`src/rtl/cell_charge_curve_estimator_core_assert.svh`:
```
// ----------------------------------------------------------------------------
// Charge curve estimator assertion macros
// Concurrent check shorthands, clocked on clk and disabled while rst_n is low.
// ----------------------------------------------------------------------------
`ifndef CELL_CHARGE_CURVE_ESTIMATOR_CORE_ASSERT_SVH
`define CELL_CHARGE_CURVE_ESTIMATOR_CORE_ASSERT_SVH

// Same-cycle implication.
`define CCCE_CHECK_IMP(lbl, ante, cons) \
    lbl: assert property (@(posedge clk) disable iff (!rst_n) (ante) |-> (cons)) \
        else $error("ccce: same-cycle check failed");

// Next-cycle implication.
`define CCCE_CHECK_NEXT(lbl, ante, cons) \
    lbl: assert property (@(posedge clk) disable iff (!rst_n) (ante) |=> (cons)) \
        else $error("ccce: next-cycle check failed");

`endif

```
`src/rtl/ccce_pkg.sv`:
```
// ----------------------------------------------------------------------------
// ccce_pkg
// Widths, register codes, curve constants and unit control types.
// ----------------------------------------------------------------------------
`default_nettype none

package ccce_pkg;

    localparam int MV_W       = 16;
    localparam int CAP_W      = 24;
    localparam int CELLS_W    = 3;
    localparam int PCT_W      = 16;
    localparam int CFG_IDX_W  = 4;
    localparam int CFG_DATA_W = 24;

    localparam logic [CFG_IDX_W-1:0] REG_RATED_MV      = 4'd0;
    localparam logic [CFG_IDX_W-1:0] REG_DISCHARGE_MV  = 4'd1;
    localparam logic [CFG_IDX_W-1:0] REG_CELLS_IN_PACK = 4'd2;
    localparam logic [CFG_IDX_W-1:0] REG_PACK_CAPACITY = 4'd3;

    localparam logic [MV_W-1:0]    RATED_RST     = 16'd4200;
    localparam logic [MV_W-1:0]    DISCHARGE_RST = 16'd3000;
    localparam logic [CELLS_W-1:0] CELLS_RST     = 3'd4;
    localparam logic [CAP_W-1:0]   CAPACITY_RST  = 24'd0;

    // Level in Q3.16, 0 .. 4.0
    localparam int                LEVEL_W    = 19;
    localparam logic [LEVEL_W-1:0] LEVEL_MAX  = 19'd262144;
    // Curve rewritten as Y = 2x((x - 0.75)^2 + 7/16), all terms in Q.16 / Q.32
    localparam logic [LEVEL_W-1:0] CURVE_KNEE = 19'd49152;

    localparam logic [PCT_W-1:0] PCT_FULL_SCALE = 16'd20000;
    localparam logic [PCT_W-1:0] PCT_SAT        = 16'hFFFF;

    // Shared shift-add multiplier
    localparam int MUL_A_W   = 36;
    localparam int MUL_B_W   = 32;
    localparam int MUL_P_W   = MUL_A_W + MUL_B_W;
    localparam int MUL_CNT_W = 6;

    localparam logic [MUL_A_W-1:0]   CURVE_OFS = 36'd1879048192;
    localparam logic [MUL_B_W-1:0]   PCT_SCALE = 32'd10000;
    localparam logic [MUL_CNT_W-1:0] N_MUL_X   = 6'd14;
    localparam logic [MUL_CNT_W-1:0] N_MUL_D   = 6'd18;
    localparam logic [MUL_CNT_W-1:0] N_MUL_Y   = 6'd32;
    localparam logic [MUL_CNT_W-1:0] N_MUL_C   = 6'd16;

    // Shared restoring divider
    localparam int DIV_W      = 16;
    localparam int DIV_BITS_W = 27;
    localparam int DIV_CNT_W  = 5;

    localparam logic [DIV_CNT_W-1:0] N_DIV_LVL   = 5'd18;
    localparam logic [DIV_CNT_W-1:0] N_DIV_EST   = 5'd27;
    localparam logic [DIV_W-1:0]     EST_DIVISOR = 16'd10000;

    typedef struct packed {
        logic                 start;
        logic [MUL_CNT_W-1:0] count;
    } mul_req_t;

    typedef struct packed {
        logic                 start;
        logic [DIV_CNT_W-1:0] count;
    } div_req_t;

    typedef struct packed {
        logic busy;
        logic done;
    } unit_stat_t;

endpackage

`default_nettype wire

```
`src/rtl/ccce_if.sv`:
```
// ----------------------------------------------------------------------------
// ccce channel interfaces
// Valid/ready channels for cell beats, result beats and register writes.
// ----------------------------------------------------------------------------
`default_nettype none

interface ccce_cell_if;
    import ccce_pkg::*;
    logic             valid;
    logic             ready;
    logic [MV_W-1:0]  cell_mv;
    logic [CAP_W-1:0] remaining_in;
    modport source (output valid, cell_mv, remaining_in, input ready);
    modport sink   (input valid, cell_mv, remaining_in, output ready);
endinterface

interface ccce_result_if;
    import ccce_pkg::*;
    logic             valid;
    logic             ready;
    logic [PCT_W-1:0] cell_percent;
    logic             pack_done;
    logic [CAP_W-1:0] remaining_out;
    modport source (output valid, cell_percent, pack_done, remaining_out, input ready);
    modport sink   (input valid, cell_percent, pack_done, remaining_out, output ready);
endinterface

interface ccce_cfg_if;
    import ccce_pkg::*;
    logic                  valid;
    logic                  ready;
    logic [CFG_IDX_W-1:0]  index;
    logic [CFG_DATA_W-1:0] data;
    modport source (output valid, index, data, input ready);
    modport sink   (input valid, index, data, output ready);
endinterface

`default_nettype wire

```
`src/rtl/ccce_mul.sv`:
```
// ----------------------------------------------------------------------------
// ccce_mul
// Bit-serial shift-add multiplier, one multiplier bit per cycle, LSB first.
// ----------------------------------------------------------------------------
`default_nettype none

module ccce_mul (
    input  logic                            clk,
    input  logic                            rst_n,
    input  ccce_pkg::mul_req_t              req,
    input  logic [ccce_pkg::MUL_A_W-1:0]    a_in,
    input  logic [ccce_pkg::MUL_B_W-1:0]    b_in,
    output ccce_pkg::unit_stat_t            stat,
    output logic [ccce_pkg::MUL_P_W-1:0]    prod
);
    import ccce_pkg::*;

    logic                 busy_reg;
    logic                 done_reg;
    logic [MUL_CNT_W-1:0] cnt_reg;
    logic [MUL_A_W-1:0]   a_reg;
    logic [MUL_B_W-1:0]   b_reg;
    logic [MUL_A_W-1:0]   acc_reg;
    logic [MUL_B_W-1:0]   low_reg;
    logic [MUL_A_W:0]     sum;

    assign sum = {1'b0, acc_reg} + (b_reg[0] ? {1'b0, a_reg} : '0);

    always_ff @(posedge clk or negedge rst_n)
    begin
        if (!rst_n)
        begin
            busy_reg <= 1'b0;
            done_reg <= 1'b0;
            cnt_reg  <= '0;
        end
        else
        begin
            done_reg <= 1'b0;
            if (req.start)
            begin
                busy_reg <= 1'b1;
                cnt_reg  <= req.count;
            end
            else if (busy_reg)
            begin
                cnt_reg <= cnt_reg - MUL_CNT_W'(1);
                if (cnt_reg == MUL_CNT_W'(1))
                begin
                    busy_reg <= 1'b0;
                    done_reg <= 1'b1;
                end
            end
        end
    end

    // Retire one product bit into the low word each step
    always_ff @(posedge clk)
    begin
        if (req.start)
        begin
            a_reg   <= a_in;
            b_reg   <= b_in;
            acc_reg <= '0;
            low_reg <= '0;
        end
        else if (busy_reg)
        begin
            acc_reg <= sum[MUL_A_W:1];
            low_reg <= {sum[0], low_reg[MUL_B_W-1:1]};
            b_reg   <= b_reg >> 1;
        end
    end

    assign stat.busy = busy_reg;
    assign stat.done = done_reg;
    assign prod      = {acc_reg, low_reg};

endmodule

`default_nettype wire

```
`src/rtl/ccce_div.sv`:
```
// ----------------------------------------------------------------------------
// ccce_div
// Restoring divider, one quotient bit per cycle.
// ----------------------------------------------------------------------------
`default_nettype none

module ccce_div (
    input  logic                              clk,
    input  logic                              rst_n,
    input  ccce_pkg::div_req_t                req,
    input  logic [ccce_pkg::DIV_W-1:0]        rem_in,
    input  logic [ccce_pkg::DIV_BITS_W-1:0]   bits_in,
    input  logic [ccce_pkg::DIV_W-1:0]        divisor,
    output ccce_pkg::unit_stat_t              stat,
    output logic [ccce_pkg::DIV_BITS_W-1:0]   quo
);
    import ccce_pkg::*;

    logic                  busy_reg;
    logic                  done_reg;
    logic [DIV_CNT_W-1:0]  cnt_reg;
    logic [DIV_W-1:0]      rem_reg;
    logic [DIV_W-1:0]      dvs_reg;
    logic [DIV_BITS_W-1:0] bits_reg;
    logic [DIV_BITS_W-1:0] quo_reg;
    logic [DIV_W:0]        shifted;
    logic [DIV_W:0]        diff;
    logic                  ge;

    assign shifted = {rem_reg, bits_reg[DIV_BITS_W-1]};
    assign ge      = shifted >= {1'b0, dvs_reg};
    assign diff    = shifted - {1'b0, dvs_reg};

    always_ff @(posedge clk or negedge rst_n)
    begin
        if (!rst_n)
        begin
            busy_reg <= 1'b0;
            done_reg <= 1'b0;
            cnt_reg  <= '0;
        end
        else
        begin
            done_reg <= 1'b0;
            if (req.start)
            begin
                busy_reg <= 1'b1;
                cnt_reg  <= req.count;
            end
            else if (busy_reg)
            begin
                cnt_reg <= cnt_reg - DIV_CNT_W'(1);
                if (cnt_reg == DIV_CNT_W'(1))
                begin
                    busy_reg <= 1'b0;
                    done_reg <= 1'b1;
                end
            end
        end
    end

    // Remainder stays below the divisor, so it fits back in DIV_W bits
    always_ff @(posedge clk)
    begin
        if (req.start)
        begin
            rem_reg  <= rem_in;
            dvs_reg  <= divisor;
            bits_reg <= bits_in;
            quo_reg  <= '0;
        end
        else if (busy_reg)
        begin
            rem_reg  <= ge ? diff[DIV_W-1:0] : shifted[DIV_W-1:0];
            bits_reg <= bits_reg << 1;
            quo_reg  <= {quo_reg[DIV_BITS_W-2:0], ge};
        end
    end

    assign stat.busy = busy_reg;
    assign stat.done = done_reg;
    assign quo       = quo_reg;

endmodule

`default_nettype wire

```
`src/rtl/cell_charge_curve_estimator_core.sv`:
```
// ----------------------------------------------------------------------------
// cell_charge_curve_estimator_core
// Cell voltage to charge percent on a cubic curve, with pack minimum tracking
// and remaining-capacity update on the pack's last cell.
// ----------------------------------------------------------------------------
//
//  channel     dir   handshake      payload
//  ---------   ---   ------------   ---------------------------------------
//  cell_ch     in    valid/ready    cell_mv[15:0], remaining_in[23:0]
//  result_ch   out   valid/ready    cell_percent[15:0], pack_done,
//                                   remaining_out[23:0]
//  cfg         in    valid/ready    index[3:0], data[23:0] (ready tied high)
//
//  From accept to result, one cell beat passes the level divider, then the
//  serial multiplier for the scaled level, the squared knee distance and the
//  curve product, plus entry and exit states. A level that is floored or
//  saturated skips the divider. The pack's last cell adds a capacity multiply
//  and a divide by 10000. A new beat is taken as soon as the previous result
//  sits in the output register; a stalled result holds only that register.
//  Reset is asynchronous, active low, and loads the register defaults.
//
`default_nettype none
`include "cell_charge_curve_estimator_core_assert.svh"

module cell_charge_curve_estimator_core #(
    parameter int MAX_CELLS = 4
) (
    input  logic              clk,
    input  logic              rst_n,
    ccce_cell_if.sink         cell_ch,
    ccce_result_if.source     result_ch,
    ccce_cfg_if.sink          cfg
);
    import ccce_pkg::*;

    localparam int PW    = (MAX_CELLS > 1) ? $clog2(MAX_CELLS) : 1;
    localparam int CNT_W = ((PW > CELLS_W) ? PW : CELLS_W) + 1;

    typedef enum logic [8:0] {
        S_IDLE    = 9'b000000001,
        S_LEVEL   = 9'b000000010,
        S_DIV_LVL = 9'b000000100,
        S_MUL_X   = 9'b000001000,
        S_MUL_D   = 9'b000010000,
        S_MUL_Y   = 9'b000100000,
        S_MUL_C   = 9'b001000000,
        S_DIV_EST = 9'b010000000,
        S_OUT     = 9'b100000000
    } state_t;

    // Registers
    state_t              state_reg, state_next;
    logic [MV_W-1:0]     rated_reg;
    logic [MV_W-1:0]     dis_reg;
    logic [CELLS_W-1:0]  cells_reg;
    logic [CAP_W-1:0]    cap_reg;

    logic [PW-1:0]       pos_reg, pos_next;
    logic [PCT_W-1:0]    lowest_reg, lowest_next;
    logic [PCT_W-1:0]    first_reg, first_next;

    logic [MV_W-1:0]     mv_reg, mv_next;
    logic [CAP_W-1:0]    rem_in_reg, rem_in_next;
    logic [LEVEL_W-1:0]  x_reg, x_next;
    logic [MUL_B_W-1:0]  x10k_reg, x10k_next;
    logic [PCT_W-1:0]    pct_reg, pct_next;
    logic                last_reg, last_next;
    logic [CAP_W-1:0]    rem_out_reg, rem_out_next;

    logic                out_valid_reg, out_valid_next;
    logic [PCT_W-1:0]    out_pct_reg;
    logic                out_done_reg;
    logic [CAP_W-1:0]    out_rem_reg;

    // Unit hookup
    mul_req_t               mul_req;
    logic [MUL_A_W-1:0]     mul_a;
    logic [MUL_B_W-1:0]     mul_b;
    unit_stat_t             mul_stat;
    logic [MUL_P_W-1:0]     mul_prod;

    div_req_t               div_req;
    logic [DIV_W-1:0]       div_rem;
    logic [DIV_BITS_W-1:0]  div_bits;
    logic [DIV_W-1:0]       div_divisor;
    unit_stat_t             div_stat;
    logic [DIV_BITS_W-1:0]  div_quo;

    // Datapath taps
    logic                cell_accept;
    logic                out_load;
    logic [MV_W-1:0]     lvl;
    logic [MV_W-1:0]     span;
    logic                lvl_sat;
    logic [LEVEL_W-1:0]  knee_diff;
    logic [LEVEL_W-2:0]  absd;
    logic [MUL_A_W-1:0]  a_val;
    logic [20:0]         pct_wide;
    logic [PCT_W-1:0]    pct_val;
    logic [PCT_W-1:0]    lowest_val;
    logic [PCT_W-1:0]    first_val;
    logic [PCT_W-1:0]    use_val;
    logic [CNT_W-1:0]    count_eff;
    logic                last_val;

    ccce_mul u_mul (
        .clk   (clk),
        .rst_n (rst_n),
        .req   (mul_req),
        .a_in  (mul_a),
        .b_in  (mul_b),
        .stat  (mul_stat),
        .prod  (mul_prod)
    );

    ccce_div u_div (
        .clk     (clk),
        .rst_n   (rst_n),
        .req     (div_req),
        .rem_in  (div_rem),
        .bits_in (div_bits),
        .divisor (div_divisor),
        .stat    (div_stat),
        .quo     (div_quo)
    );

    assign cell_accept = cell_ch.valid && cell_ch.ready;
    assign out_load    = (state_reg == S_OUT) && (!out_valid_reg || result_ch.ready);

    // Level: (mv - discharge) << 16 / span, saturating at four spans
    assign lvl     = mv_reg - dis_reg;
    assign span    = rated_reg - dis_reg;
    assign lvl_sat = {2'b00, lvl} >= {span, 2'b00};

    // Distance from the curve's knee at 0.75
    assign knee_diff = (x_reg >= CURVE_KNEE) ? (x_reg - CURVE_KNEE) : (CURVE_KNEE - x_reg);
    assign absd      = knee_diff[LEVEL_W-2:0];

    // Product slices: the multiplier leaves prod << (MUL_B_W - count)
    // d^2 at [49:14], then add 7/16 in Q.32
    assign a_val = mul_prod[49:14] + CURVE_OFS;

    // 10000 * x * a >> 47 is the percent in hundredths
    assign pct_wide = mul_prod[67:47];
    assign pct_val  = (|pct_wide[20:16]) ? PCT_SAT : pct_wide[15:0];

    // Running strict minimum, first-cell fallback
    assign lowest_val = (pct_val < lowest_reg) ? pct_val : lowest_reg;
    assign first_val  = (pos_reg == '0) ? pct_val : first_reg;
    assign use_val    = (lowest_val < PCT_FULL_SCALE) ? lowest_val : first_val;

    // Clamp the cell count to 1 .. MAX_CELLS
    always_comb
    begin
        if (cells_reg == '0)
        begin
            count_eff = CNT_W'(1);
        end
        else if (CNT_W'(cells_reg) > CNT_W'(MAX_CELLS))
        begin
            count_eff = CNT_W'(MAX_CELLS);
        end
        else
        begin
            count_eff = CNT_W'(cells_reg);
        end
    end

    assign last_val = (CNT_W'(pos_reg) + CNT_W'(1)) >= count_eff;

    // Sequencer
    always_comb
    begin
        state_next   = state_reg;
        mv_next      = mv_reg;
        rem_in_next  = rem_in_reg;
        x_next       = x_reg;
        x10k_next    = x10k_reg;
        pct_next     = pct_reg;
        last_next    = last_reg;
        rem_out_next = rem_out_reg;
        pos_next     = pos_reg;
        lowest_next  = lowest_reg;
        first_next   = first_reg;
        mul_req      = '0;
        mul_a        = '0;
        mul_b        = '0;
        div_req      = '0;
        div_rem      = '0;
        div_bits     = '0;
        div_divisor  = span;

        case (state_reg)
            S_IDLE:
            begin
                if (cell_accept)
                begin
                    mv_next     = cell_ch.cell_mv;
                    rem_in_next = cell_ch.remaining_in;
                    state_next  = S_LEVEL;
                end
            end

            S_LEVEL:
            begin
                if ((mv_reg <= dis_reg) || (rated_reg < dis_reg) ||
                    (rated_reg == dis_reg) || lvl_sat)
                begin
                    // Floor at empty, saturate at four spans or on zero span
                    if ((mv_reg <= dis_reg) || (rated_reg < dis_reg))
                    begin
                        x_next = '0;
                    end
                    else
                    begin
                        x_next = LEVEL_MAX;
                    end
                    mul_req.start = 1'b1;
                    mul_req.count = N_MUL_X;
                    mul_a         = MUL_A_W'(x_next);
                    mul_b         = PCT_SCALE;
                    state_next    = S_MUL_X;
                end
                else
                begin
                    div_req.start = 1'b1;
                    div_req.count = N_DIV_LVL;
                    div_rem       = DIV_W'(lvl[MV_W-1:2]);
                    div_bits      = {lvl[1:0], {(DIV_BITS_W-2){1'b0}}};
                    div_divisor   = span;
                    state_next    = S_DIV_LVL;
                end
            end

            S_DIV_LVL:
            begin
                if (div_stat.done)
                begin
                    x_next        = LEVEL_W'(div_quo[17:0]);
                    mul_req.start = 1'b1;
                    mul_req.count = N_MUL_X;
                    mul_a         = MUL_A_W'(x_next);
                    mul_b         = PCT_SCALE;
                    state_next    = S_MUL_X;
                end
            end

            S_MUL_X:
            begin
                if (mul_stat.done)
                begin
                    x10k_next     = mul_prod[49:18];
                    mul_req.start = 1'b1;
                    mul_req.count = N_MUL_D;
                    mul_a         = MUL_A_W'(absd);
                    mul_b         = MUL_B_W'(absd);
                    state_next    = S_MUL_D;
                end
            end

            S_MUL_D:
            begin
                if (mul_stat.done)
                begin
                    mul_req.start = 1'b1;
                    mul_req.count = N_MUL_Y;
                    mul_a         = a_val;
                    mul_b         = x10k_reg;
                    state_next    = S_MUL_Y;
                end
            end

            S_MUL_Y:
            begin
                if (mul_stat.done)
                begin
                    pct_next     = pct_val;
                    last_next    = last_val;
                    rem_out_next = rem_in_reg;
                    if (last_val)
                    begin
                        // Close the scan and estimate from the pack total
                        pos_next      = '0;
                        lowest_next   = PCT_FULL_SCALE;
                        first_next    = '0;
                        mul_req.start = 1'b1;
                        mul_req.count = N_MUL_C;
                        mul_a         = MUL_A_W'(cap_reg);
                        mul_b         = MUL_B_W'(use_val);
                        state_next    = S_MUL_C;
                    end
                    else
                    begin
                        pos_next    = pos_reg + PW'(1);
                        lowest_next = lowest_val;
                        first_next  = first_val;
                        state_next  = S_OUT;
                    end
                end
            end

            S_MUL_C:
            begin
                if (mul_stat.done)
                begin
                    // capacity * use sits at [55:16]; its top bits seed the remainder
                    div_req.start = 1'b1;
                    div_req.count = N_DIV_EST;
                    div_rem       = DIV_W'(mul_prod[55:43]);
                    div_bits      = mul_prod[42:16];
                    div_divisor   = EST_DIVISOR;
                    state_next    = S_DIV_EST;
                end
            end

            S_DIV_EST:
            begin
                if (div_stat.done)
                begin
                    if (div_quo < DIV_BITS_W'(rem_in_reg))
                    begin
                        rem_out_next = div_quo[CAP_W-1:0];
                    end
                    state_next = S_OUT;
                end
            end

            S_OUT:
            begin
                if (out_load)
                begin
                    state_next = S_IDLE;
                end
            end

            default:
            begin
                state_next = S_IDLE;
            end
        endcase
    end

    always_comb
    begin
        if (out_load)
        begin
            out_valid_next = 1'b1;
        end
        else if (result_ch.ready)
        begin
            out_valid_next = 1'b0;
        end
        else
        begin
            out_valid_next = out_valid_reg;
        end
    end

    // Control and configuration
    always_ff @(posedge clk or negedge rst_n)
    begin
        if (!rst_n)
        begin
            state_reg     <= S_IDLE;
            out_valid_reg <= 1'b0;
            pos_reg       <= '0;
            lowest_reg    <= PCT_FULL_SCALE;
            first_reg     <= '0;
            rated_reg     <= RATED_RST;
            dis_reg       <= DISCHARGE_RST;
            cells_reg     <= CELLS_RST;
            cap_reg       <= CAPACITY_RST;
        end
        else
        begin
            state_reg     <= state_next;
            out_valid_reg <= out_valid_next;
            pos_reg       <= pos_next;
            lowest_reg    <= lowest_next;
            first_reg     <= first_next;
            if (cfg.valid && cfg.ready)
            begin
                case (cfg.index)
                    REG_RATED_MV:      rated_reg <= cfg.data[MV_W-1:0];
                    REG_DISCHARGE_MV:  dis_reg   <= cfg.data[MV_W-1:0];
                    REG_CELLS_IN_PACK: cells_reg <= cfg.data[CELLS_W-1:0];
                    REG_PACK_CAPACITY: cap_reg   <= cfg.data[CAP_W-1:0];
                    default:           ;
                endcase
            end
        end
    end

    // Working payload
    always_ff @(posedge clk)
    begin
        mv_reg      <= mv_next;
        rem_in_reg  <= rem_in_next;
        x_reg       <= x_next;
        x10k_reg    <= x10k_next;
        pct_reg     <= pct_next;
        last_reg    <= last_next;
        rem_out_reg <= rem_out_next;
        if (out_load)
        begin
            out_pct_reg  <= pct_reg;
            out_done_reg <= last_reg;
            out_rem_reg  <= rem_out_reg;
        end
    end

    assign cfg.ready               = 1'b1;
    assign cell_ch.ready           = (state_reg == S_IDLE);
    assign result_ch.valid         = out_valid_reg;
    assign result_ch.cell_percent  = out_pct_reg;
    assign result_ch.pack_done     = out_done_reg;
    assign result_ch.remaining_out = out_rem_reg;

    // Checks
    `CCCE_CHECK_NEXT(a_accept_starts_level, cell_accept, state_reg == S_LEVEL)
    `CCCE_CHECK_IMP(a_one_unit_busy, mul_stat.busy, !div_stat.busy)
    `CCCE_CHECK_NEXT(a_result_only_from_out, !out_valid_reg && (state_reg != S_OUT), !out_valid_reg)
    `CCCE_CHECK_IMP(a_position_in_range, 1'b1, CNT_W'(pos_reg) < CNT_W'(MAX_CELLS))

endmodule

`default_nettype wire

```
`src/flat_wrapper.sv`:
```
// flat-port wrapper written by rule: the top's interface ports become plain ports
module cell_charge_curve_estimator_core_flat import ccce_pkg::*;
#(
    parameter int MAX_CELLS = 4
)
  (clk, rst_n, cell_ch_valid, cell_ch_cell_mv, cell_ch_remaining_in, cell_ch_ready, result_ch_valid, result_ch_cell_percent, result_ch_pack_done, result_ch_remaining_out, result_ch_ready, cfg_valid, cfg_index, cfg_data, cfg_ready);
  ccce_cell_if cell_ch_i ();
  ccce_result_if result_ch_i ();
  ccce_cfg_if cfg_i ();
  input  logic clk;
  input  logic rst_n;
  input wire logic [$bits(cell_ch_i.valid)-1:0] cell_ch_valid;
  input wire logic [$bits(cell_ch_i.cell_mv)-1:0] cell_ch_cell_mv;
  input wire logic [$bits(cell_ch_i.remaining_in)-1:0] cell_ch_remaining_in;
  output wire logic [$bits(cell_ch_i.ready)-1:0] cell_ch_ready;
  output wire logic [$bits(result_ch_i.valid)-1:0] result_ch_valid;
  output wire logic [$bits(result_ch_i.cell_percent)-1:0] result_ch_cell_percent;
  output wire logic [$bits(result_ch_i.pack_done)-1:0] result_ch_pack_done;
  output wire logic [$bits(result_ch_i.remaining_out)-1:0] result_ch_remaining_out;
  input wire logic [$bits(result_ch_i.ready)-1:0] result_ch_ready;
  input wire logic [$bits(cfg_i.valid)-1:0] cfg_valid;
  input wire logic [$bits(cfg_i.index)-1:0] cfg_index;
  input wire logic [$bits(cfg_i.data)-1:0] cfg_data;
  output wire logic [$bits(cfg_i.ready)-1:0] cfg_ready;
  assign cell_ch_i.valid = cell_ch_valid;
  assign cell_ch_i.cell_mv = cell_ch_cell_mv;
  assign cell_ch_i.remaining_in = cell_ch_remaining_in;
  assign cell_ch_ready = cell_ch_i.ready;
  assign result_ch_valid = result_ch_i.valid;
  assign result_ch_cell_percent = result_ch_i.cell_percent;
  assign result_ch_pack_done = result_ch_i.pack_done;
  assign result_ch_remaining_out = result_ch_i.remaining_out;
  assign result_ch_i.ready = result_ch_ready;
  assign cfg_i.valid = cfg_valid;
  assign cfg_i.index = cfg_index;
  assign cfg_i.data = cfg_data;
  assign cfg_ready = cfg_i.ready;
  cell_charge_curve_estimator_core #(.MAX_CELLS(MAX_CELLS)) u_core (.clk(clk), .rst_n(rst_n), .cell_ch(cell_ch_i), .result_ch(result_ch_i), .cfg(cfg_i));
endmodule
```
`config.mk`:
```
export PLATFORM = sky130hd
export DESIGN_NAME = cell_charge_curve_estimator_core_flat
export DESIGN_NICKNAME = d
export VERILOG_FILES = /design/src/rtl/ccce_pkg.sv /design/src/rtl/ccce_if.sv /design/src/rtl/ccce_mul.sv /design/src/rtl/ccce_div.sv /design/src/rtl/cell_charge_curve_estimator_core.sv /design/src/flat_wrapper.sv
export VERILOG_INCLUDE_DIRS = /design/src /design/src/rtl
export SDC_FILE = /design/constraint.sdc
export NUM_CORES = 1
export LEC_CHECK = 0
export BUFFER_PORTS_ARGS = -buffer_cell sky130_fd_sc_hd__buf_2
export CAP_MARGIN = 15
export CORE_MARGIN = 2
export CORE_UTILIZATION = 54
export CTS_BUF_LIST = sky130_fd_sc_hd__clkbuf_4 sky130_fd_sc_hd__clkbuf_8 sky130_fd_sc_hd__clkbuf_16
export DETAILED_ROUTE_END_ITERATION = 8
export GPL_ROUTABILITY_DRIVEN = 0
export GPL_TIMING_DRIVEN = 0
export PLACE_DENSITY_LB_ADDON = 0.15
export RECOVER_POWER = 25
export SLEW_MARGIN = 40
export SYNTH_ARGS = -nofsm -noshare
export SYNTH_HDL_FRONTEND = slang
export SYNTH_SLANG_ARGS = --single-unit
```
`constraint.sdc`:
```
create_clock -name clk -period 6.91 [get_ports clk]
set_input_delay 0.691 -clock clk [delete_from_list [all_inputs] [get_ports clk]]
set_output_delay 0.691 -clock clk [all_outputs]
set_load 0.005 [all_outputs]
```
# ---- Word level (Yosys, flattened, before mapping)
# Index checks and enable logic that the tools add are counted.
dict set report totals {
  ff_bits 513
}
dict set report op_classes {
  muxes 87
  reduce_logical 26
  n_addsub 11
  eq_ne 25
  magnitude_cmp 10
}
# cell count
set ops {}
lappend ops {{16-bit 2-to-1 mux} 12}
lappend ops {{36-bit case mux with 5 select lines} 1}
lappend ops {{32-bit case mux with 5 select lines} 1}
lappend ops {{32-bit 2-to-1 mux} 4}
lappend ops {{27-bit 2-to-1 mux} 4}
lappend ops {{36-bit 2-to-1 mux} 3}
lappend ops {{24-bit 2-to-1 mux} 4}
lappend ops {{9-bit 2-to-1 mux} 9}
lappend ops {{9-bit case mux with 9 select lines} 1}
lappend ops {{19-bit 2-to-1 mux} 4}
lappend ops {{18-bit 2-to-1 mux} 4}
lappend ops {{27-bit case mux with 2 select lines} 1}
lappend ops {{24-bit case mux with 2 select lines} 1}
lappend ops {{16-bit subtractor} 3}
lappend ops {{14-bit 2-to-1 mux} 3}
lappend ops {{7-bit 2-to-1 mux} 6}
lappend ops {{19-bit case mux with 2 select lines} 1}
lappend ops {{36-bit by 37-bit adder with 37-bit output} 1}
lappend ops {{36-bit by 31-bit adder with 36-bit output, second input constant} 1}
lappend ops {{7-bit case mux with 5 select lines} 1}
lappend ops {{16-bit less-than comparator} 2}
lappend ops {{16-bit case mux with 2 select lines} 1}
lappend ops {{27-bit by 24-bit less-than comparator with 1-bit output} 1}
lappend ops {{6-bit 2-to-1 mux} 4}
lappend ops {{other kinds (48)} 86}

# ---- Longest topological paths before layout
# Gate-level depths: netlist of the first run.
dict set report logic_depth {
  ltp_word 10
  mapped_depth 26
}

# ---- Modules after synthesis
# Synthesis of the first run repeated with hierarchy kept, for this count alone.
dict set report hier_totals {
  hier_cells 2463
  hier_area_um2 27117.3
}
# module area_per_inst_um2 cells_each n_inst
set by_module_without_submodules {}
lappend by_module_without_submodules {cell_charge_curve_estimator_core 14995.6 1354 1}
lappend by_module_without_submodules {ccce_mul 7541.0 723 1}
lappend by_module_without_submodules {ccce_div 4580.6 386 1}

# ---- Worst setup path after synthesis of the first run
# Ideal clock, no wire load.
dict set report synth_path {
  path_type {reg2reg}
  startpoint {register u_core.dis_reg[1]}
  endpoint {register u_core.u_mul.b_reg[0] (enable)}
  t_arrival_ns 4.876
  setup_slack_ns 1.555
  synth_period_minus_slack_ns 5.355
  path_stages_with_launch 25
  n_path_buf 2
  cell_sequence {dfrtp_1 -> inv_1 -> ha_1 -> nor2b_1 -> o21ai_0 -> a21oi_1 -> o311a_1 -> o21a_1 -> o21a_1 -> o21a_1 -> nor2_1 -> xnor2_1 -> ha_1 -> a21oi_1 -> o21ai_0 -> a2111oi_0 -> a21oi_1 -> o32a_1 -> o211a_1 -> nand2b_1 -> a21o_1 -> buf_6 -> nor2_8 -> buf_2 -> nand2_1}
}
dict set report synth_between {
  elab_chain_len 7
  elab_cells_between_ends 12
  classes_between {add/sub (2); order compare (3); eq/ne (1); mux (2); reduce/logical (4)}
}
# element line_no
set synth_lines {}
lappend synth_lines {{start, declared} cell_charge_curve_estimator_core.sv:54} ;# logic [MV_W-1:0] dis_reg;
lappend synth_lines {{start signal, assigned} cell_charge_curve_estimator_core.sv:385} ;# REG_DISCHARGE_MV: dis_reg <= cfg.data[MV_W-1:0];
lappend synth_lines {{parallel branches: the longest is 3 deep, another holds 16-bit by 18-bit >= comparator with 1-bit output} --}
lappend synth_lines {{1-bit logical OR (*)} cell_charge_curve_estimator_core.sv:207} ;# (rated_reg == dis_reg) || lvl_sat)
lappend synth_lines {{7-bit 2-to-1 mux (*)} cell_charge_curve_estimator_core.sv:206} ;# if ((mv_reg <= dis_reg) || (rated_reg < dis_reg) ||
lappend synth_lines {{7-bit case mux with 5 select lines (*)} cell_charge_curve_estimator_core.sv:193} ;# case (state_reg)
lappend synth_lines {{2-bit nonzero test (no line) (*)} --}
lappend synth_lines {{end signal, assigned} ccce_mul.sv:63} ;# b_reg <= b_in;
lappend synth_lines {{end signal, assigned} ccce_mul.sv:71} ;# b_reg <= b_reg >> 1;
lappend synth_lines {{end, declared} ccce_mul.sv:22} ;# logic [MUL_B_W-1:0] b_reg;
# Mark *: on every way between the ends.
# A chain may end at the register's enable or synchronous reset.

# ---- Worst setup path in the final report of the first run
dict set report layout_path {
  startpoint {register u_core.dis_reg[3]}
  endpoint {register u_core.u_mul.b_reg[23] (enable)}
}
# Same word-level chain as after synthesis.

==> metrics.md, run 1 <==
| Metric | Value |
|---|---|
| Required time of the critical path | 7.05 ns |
| Max frequency | 163 MHz |
| First-pass GRT wire length | 102000 µm |
| Post-Route WL | 66800 µm |
| Area growth, synth to finish | 13.2% |
| Post-synthesis compound-gate area fraction | 14.2% |
| Fin area | 28600 µm² |
| Hold path cells | 1 |
| Final core occ | 61.7% |
| Warnings, synthesis | 0 |
| Cts-stage hold buffer count | 1 |
| Die X | 220 µm |
| Ant diodes | 0 |
| Gate power share | 36.1% |
| Post_cts resized | 0 |
| Synthesized flop and latch total | 499 |
| Post-DP HPWL | 50700 µm |
| Outcome | complete, but fails checks |
| Cell-internal power | 7480 µW |
| Final setup margin | 0.770 ns |
| I/O pin count | 117 |
| Final Slew Violations | 50 |
| Placed cell count | 3065 |
| Peak VDD IR | 0.000275 V |
| Post-Synth Adder-Cell Area | 7.70% |
| Routed WL per cell | 21.1 µm |
| Reg2Reg Depth | 23 |
| CTS sink cnt | 499 |
| Final Cycle Share | 88.9% |
| Slew @ Worst Pin | 3.30 ns |
| Reg2Reg Setup Slack | 0.77 ns |
| Final Hold Vio Count | 0 |
| Post-Layout Cell Count | 3167 |
| Post-Synthesis Cell Area | 25300 µm² |
| Die outline height | 220 µm |
| Leakage Power | 0.0120 µW |
| Setup Skew | 0.0292 ns |
| Critical path launch point type | register |
| Post-DP Area | 26700 µm² |
| Setup violators final | 0 |
| CP cell instances | inv_1 > ha_1 > a21o_1 > a21oi_1 > a21oi_1 > o22ai_1 > nor2b_1 > o21a_1 > or3_1 > nand2_1 > ha_1 > a21oi_1 > o21ai_0 > a2111oi_0 > a21oi_1 > o32a_1 > o211a_1 > nand2b_1 > a21o_1 > buf_6 > nor2_8 > buf_2 > nand2_2 |
| Failing checks | max-capacitance violations, max-slew violations |
| Clock network fraction of total power | 25.4% |
| Max Buffers Root-to-Sink | 3 |
| Critical Path End Type | register |
| Crit-path max cell delay | 0.51 ns |
| Net Sw Frac | 36.6% |
| Port Buffers | 115 |
| Nets | 2741 |
| Reg2reg end | u_core.u_mul.b_reg[23]$_DFFE_PP_ |
| Unrepaired setup endpoints after global routing | no |
| Part of the power in registers | 38.5% |
| Synth area leader | edfxtp_1 |
| Gate Count Post-Synth | 2338 |
| Worst r2r src | u_core.dis_reg[3]$_DFFE_PN1P_ |
| Worst Path Arrival | 6.28 ns |
| Aggregate global-route resource usage | 27.6% |
| Top FF cell, synth | edfxtp_1 |
| Clock buffer count from CTS | 53 |
| EDFF count, synth | 300 |
| Num rows | 79 |
| Crit-path slowest cell | dfstp_2 |
| Die area | 48500 µm² |
| Setup Crit Path Kind | register to register |
| PwrDens | 413 nW/µm² |
| Post-synth top cells | 300 x edfxtp_1, 226 x nor2_1, 212 x nand2_1 |
| Hold Path Class | input port to register |
| Largest net degree at the start of global routing | 70 |
| Clk Latency, worst-skew pair | 0.62 ns |
| Fraction of layout instances using a drive strength above 1 | 12.9% |
| Sequential-to-total area share from yosys stat | 53.9% |
| Crit path top cell by count | a21oi_1 |
| CTS H-tree lvls | 2 |
| CTS tree | yes |
| XOR/XNOR Fraction of Synth Area | 3.26% |
| Hold path start | cell_ch_remaining_in[21] |
| Dominant cells by area after synthesis | edfxtp_1 36%, dfrtp_1 9.9%, ha_1 7.4% |
| Max_slew headroom | -120% |
| Max FO, Critical Path | 32 |
| First-pass DRT Iterations | 8 |
| Core Box Area | 46400 µm² |
| Post-CTS Setup Bufs | 0 |
| Async SR Flop Fraction | 23.6% |
| Vias in the first global route | 17900 |
| Final ANT Viol Nets | 0 |
| Net switching power of the design | 4320 µW |
| Total number of vias | 18800 |
| Pre-CTS setup slack | 0.825 ns |
| Largest family of logic cells by synthesized area | compound AO/OA/AOI/OAI gates |
| Mapped Nets | 2564 |
| Count leader, synth | edfxtp_1 |
| DRC | 0 |
| Max cap viols | 1 |
| Synth Area per Inst | 10.8 µm² |
| DR iter-0 viols | 1889 |
| Total grt overflow | 0 |
| Minimum clock period after layout | 6.14 ns |
| Initial core utilization | 54.5% |
| Post-synth cell types | 84 |
| Initial antenna violation count | 0 |
| Worst-path clk slew | 0.06 ns |
| Post-synth top area share | 35.7% |
| Fin Setup TNS | 0 ns |
| Via density | 5.94 |
| Post-Synth Simple-Gate Area | 12.7% |
| Root Driver | clkbuf_16 |
| Hold Path Sink | u_core.rem_in_reg[21]$_DFFE_PP_ |
| Mux contribution to synthesized area | 4.73% |
-- worst max-delay path: cells and delay by family, from the launching register on --
family / cells / cell delay, ns
adder cells (fa/ha/maj): 2 / 0.69
flip-flops: 1 / 0.51
buffers and inverters: 3 / 0.54
AO/OA/AOI/OAI: 12 / 2.50
AND/OR/NAND/NOR: 6 / 1.39
-- metrics by stage --
stage	hold slack (ns)	total power, µW
6_report	0.252	11800
5_1_grt	0.221	12500
4_1_cts	0.219	11800
3_5_place_dp	0.405	8780
3_3_place_gp	0.401	8610
2_1_floorplan	0.395	7480
-- kinds of logic after synthesis --
kind of cell               after synthesis
xor gates and xnor gates                94
adders and majority gates              153
other                                    1
muxes                                  114
buffers and inverters                  222
AOI/OAI and AO/OA                      564
and+or+nand+nor                        691
DFF                                    499
-- power groups by stage --
stage | registers [µW] | logic (µW) | clock network [µW]
2_1_floorplan | 4280 | 3200 | 0
3_3_place_gp | 4580 | 4020 | 0
3_5_place_dp | 4580 | 4200 | 0
4_1_cts | 4530 | 4230 | 3030
5_1_grt | 4590 | 4740 | 3150
6_report | 4550 | 4260 | 3000
-- final cells by class --
cell class	instances	area (µm²)
Fill cell	3688	17800
Sequential cell	499	13600
Multi-Input combinational cell	1617	10800
Clock buffer	68	1480
Tap cell	607	759
Timing Repair Buffer	122	687
Inverter	133	500
Buffer	89	388
Clock inverter	32	379
-- placed cells by master (no fill, tap or decap), drive strengths merged, types with 13 or more instances in the layout --
master and count:
dfrtp 100, nor3 27, o21a 15, a21o 55, xor2 29, nand2b 21, clkbuf 135, o211ai 20
o21ai 177, a211oi 16, ha 149, inv 137, clkinv 15, a22o 17, nand2 212, xnor2 65
a21oi 148, buf 143, mux2i 71, nor2 229, nand4 17, nor2b 17, edfxtp 300, mux2 43
dfxtp 81, a222oi 18, and2 70, nand3 34, dfstp 18, o22ai 13, a22oi 18
-- layer usage --
layer  routed length, µm  vias to the layer above  track usage [%]  part of all wire [%]
li1                    -                     8799                -                     -
met1               28200                     9221             37.0                    42
met2               31800                      677             45.7                    48
met3                4520                      125             4.60                   6.8
met4                2360                        0             9.51                   3.5
met5                   0                        -                0                     0
-- how the worst max path moves through the flow --
stage / startpoint / to / depth (start not counted)
2_1_floorplan: u_core.dis_reg[1]$_DFFE_PN0P_ / u_core.u_mul.b_reg[0]$_DFFE_PP_ / 24
3_3_place_gp: u_core.dis_reg[1]$_DFFE_PN0P_ / u_core.u_div.bits_reg[21]$_DFFE_PP_ / 21
3_5_place_dp: u_core.dis_reg[1]$_DFFE_PN0P_ / u_core.u_mul.b_reg[23]$_DFFE_PP_ / 24
4_1_cts: u_core.dis_reg[1]$_DFFE_PN0P_ / u_core.u_mul.b_reg[23]$_DFFE_PP_ / 24
5_1_grt: u_core.dis_reg[1]$_DFFE_PN0P_ / u_core.u_mul.b_reg[23]$_DFFE_PP_ / 24
6_report: u_core.dis_reg[3]$_DFFE_PN1P_ / u_core.u_mul.b_reg[23]$_DFFE_PP_ / 23
Power figures use the tool's default switching activity.
==> inputs of run 2 (changes only) <==
--- a/config.mk
+++ b/config.mk
@@ -14,7 +14,7 @@
 export DETAILED_ROUTE_END_ITERATION = 8
 export GPL_ROUTABILITY_DRIVEN = 0
 export GPL_TIMING_DRIVEN = 0
-export PLACE_DENSITY_LB_ADDON = 0.15
+export PLACE_DENSITY = 0.81
 export RECOVER_POWER = 25
 export SLEW_MARGIN = 40
 export SYNTH_ARGS = -nofsm -noshare
==> metrics.md, run 2 (same netlist as run 1, synthesis figures left out) <==
| Metric | Value |
|---|---|
| Net switching power of the design | 4340 µW (+0.35%) |
| Slew @ Worst Pin | 2.78 ns (-0.524 ns) |
| Fraction of layout instances using a drive strength above 1 | 12.4% (-0.48 points) |
| Total power | 11600 µW (-1.6%) |
| Die outline height | 220 µm (unchanged) |
| Sequential cell area | 13600 µm² (unchanged) |
| Critical path buffers and inverters | 3 (unchanged) |
| Vias in the first global route | 18800 (+4.7%) |
| PwrDens | 410 nW/µm² (-0.74%) |
| Max Buffers Root-to-Sink | 3 (unchanged) |
| DR iter-0 viols | 2012 (+6.5%) |
| Leakage Power | 0.0119 µW (-0.99%) |
| Total grt overflow | 0 (unchanged) |
| Cts-stage hold buffer count | 1 (unchanged) |
| Crit-path slowest cell | nand2_2 |
| CP cell instances | inv_1 > ha_1 > nor2b_1 > o21ai_0 > a21oi_1 > o311a_1 > o21a_1 > o21a_1 > o21a_1 > nor2_1 > xnor2_1 > ha_1 > a21oi_1 > o21ai_0 > a2111oi_0 > a21oi_1 > o32a_1 > o211a_1 > nand2b_1 > a21o_1 > buf_6 > nor2_8 > buf_2 > nand2_2 |
| I/O pin count | 117 (unchanged) |
| Post-DP Area | 26700 µm² (-0.10%) |
| Final Slew Violations | 121 (+140%) |
| Core Box Area | 46400 µm² (unchanged) |
| Post-Route WL | 67100 µm (+0.41%) |
| Clk Latency, worst-skew pair | 0.61 ns (about the same) |
| Worst Path Arrival | 6.33 ns (+0.05 ns) |
| Post-CTS Setup Bufs | 0 (unchanged) |
| Aggregate global-route resource usage | 27.6% (+0.037 points) |
| DRC | 0 (unchanged) |
| Crit-path max cell delay | 0.49 ns (-0.02 ns) |
| Initial core utilization | 54.5% (unchanged) |
| Clock network fraction of total power | 23.7% (-1.7 points) |
| Initial antenna violation count | 0 (unchanged) |
| Worst-path clk slew | 0.06 ns (about the same) |
| Final setup margin | 0.727 ns (-0.0434 ns) |
| Cell-internal power | 7270 µW (-2.8%) |
| Ant diodes | 0 (unchanged) |
| Unrepaired setup endpoints after global routing | no |
| Outcome | complete, but fails checks |
| Post_cts resized | 0 (unchanged) |
| Gate power share | 37.0% (+0.9 points) |
| Net Sw Frac | 37.4% (+0.74 points) |
| Pre-CTS setup slack | 0.841 ns (+0.0154 ns) |
| Die area | 48500 µm² (unchanged) |
| Root Driver | clkbuf_16 |
| Setup violators final | 0 (unchanged) |
| Critical Path End Type | register |
| Num rows | 79 (unchanged) |
| Critical path's top delay family | compound AO/OA/AOI/OAI gates |
| Final Hold Vio Count | 0 (unchanged) |
| Fin Setup TNS | 0 ns (unchanged) |
| Die X | 220 µm (unchanged) |
| Failing checks | max-capacitance violations, max-slew violations |
| Clock buffer count from CTS | 49 (-7.5%) |
| Critical path launch point type | register |
| Commonest cells after routing, fill and taps aside | 300 x edfxtp_1, 226 x nor2_1, 210 x nand2_1, 172 x o21ai_0, 149 x ha_1 |
| Commonest non-fill, non-tap cell in the layout | edfxtp_1 |
| First-pass GRT wire length | 103000 µm (+1.6%) |
| Total number of vias | 19400 (+3.0%) |
| Final ANT Viol Nets | 0 (unchanged) |
| Minimum clock period after layout | 6.18 ns (+0.0434 ns) |
| Max cap viols | 2 (+1) |
| Largest net degree at the start of global routing | 74 (+5.7%) |
| Fin area | 28300 µm² (-0.90%) |
| First-pass DRT Iterations | 9 (+1) |
| Max frequency | 162 MHz (-0.70%) |
| Setup Skew | 0.0188 ns (-0.0105 ns) |
| Required time of the critical path | 7.06 ns (about the same) |
| CTS H-tree lvls | 2 (unchanged) |
| # fillers | 3512 (-4.8%) |
| Max FO, Critical Path | 32 (unchanged) |
| Part of the power in registers | 39.2% (+0.7 points) |
| Max_slew headroom | -85.2% (+35 points) |
| Nets | 2734 (-0.26%) |
| Area of the multi-input gates | 10800 µm² (unchanged) |
| CTS tree | yes |
| Port Buffers | 115 (unchanged) |
| Area growth, synth to finish | 12.2% |
| Hold Path Class | input port to register |
| Setup Crit Path Kind | register to register |
| Via density | 6.15 (+3.4%) |
| CTS sink cnt | 499 (unchanged) |
| Final Cycle Share | 89.5% (+0.63 points) |
| Routed WL per cell | 21.3 µm (+0.83%) |
| Peak VDD IR | 0.000261 V (-5.2%) |
| Post-DP HPWL | 49600 µm (-2.1%) |
[run 2: cell count changes in the layout (fill, tap and decap cells not counted), moves of 3 or more]
| cell | previous run | this run |
|---|---|---|
| clkinv_2 | 10 | 6 |
| clkbuf_8 | 6 | 3 |
| clkbuf_4 | 9 | 13 |
| clkinvlp_4 | 5 | 2 |
| clkbuf_16 | 53 | 49 |
[run 2: power by group through the flow]
| stage | combinational, µW | clock, µW | sequential (µW) |
|---|---|---|---|
| floorplan | 3200 | 0 | 4280 |
| global placement | 3970 | 0 | 4560 |
| detailed placement | 4190 | 0 | 4570 |
| CTS | 4230 | 2770 | 4520 |
| global route | 4760 | 2880 | 4590 |
| finish | 4300 | 2750 | 4560 |
[run 2: metal layers]
layer / up-vias / wire [µm] / part of all wire [%] / GRT usage, %
met5: - / 0 / 0 / 0
met4: 0 / 3670 / 5.5 / 14.2
met3: 220 / 6270 / 9.3 / 5.17
met2: 1087 / 31400 / 47 / 45.2
met1: 9295 / 25800 / 38 / 35.2
li1: 8788 / - / - / -
[run 2: final cells by class]
cell class,instances,area share (%)
inverters,133,1.77
flip-flops and latches,499,48.0
clock inverters,25,1.02
clock buffers,65,4.82
well taps,607,2.68
multi-input cells,1617,38.1
repair buffers,119,2.22
plain buffers,89,1.37
[run 2: worst paths after layout]
check,startpoint,endpoint,slack (ns),cells after the start
hold / removal,cell_ch_remaining_in[7],u_core.rem_in_reg[7]$_DFFE_PP_,0.26,1
max in group asynchronous,rst_n,u_core.cap_reg[13]$_DFFE_PN0P_,2.34,3
setup reg to reg,u_core.dis_reg[1]$_DFFE_PN0P_,u_core.u_mul.b_reg[27]$_DFFE_PP_,0.73,24
setup / recovery,u_core.dis_reg[1]$_DFFE_PN0P_,u_core.u_mul.b_reg[27]$_DFFE_PP_,0.73,24
hold reg to reg,u_core.pct_reg[6]$_DFFE_PP_,u_core.result_ch.cell_percent[6]$_DFFE_PP_,0.41,0
min in group asynchronous,rst_n,u_core.lowest_reg[15]$_DFFE_PN0P_,1.53,2
[run 2: per-stage QoR]
step | util [%] | cells | hold slack [ns]
finish | 61.1 | 3154 | 0.259
global route | 61.1 | 3154 | 0.244
CTS | 61.2 | 3154 | 0.238
detailed placement | 57.6 | 3063 | 0.405
global placement | 57.4 | 3060 | 0.401
floorplan | - | 2338 | 0.395
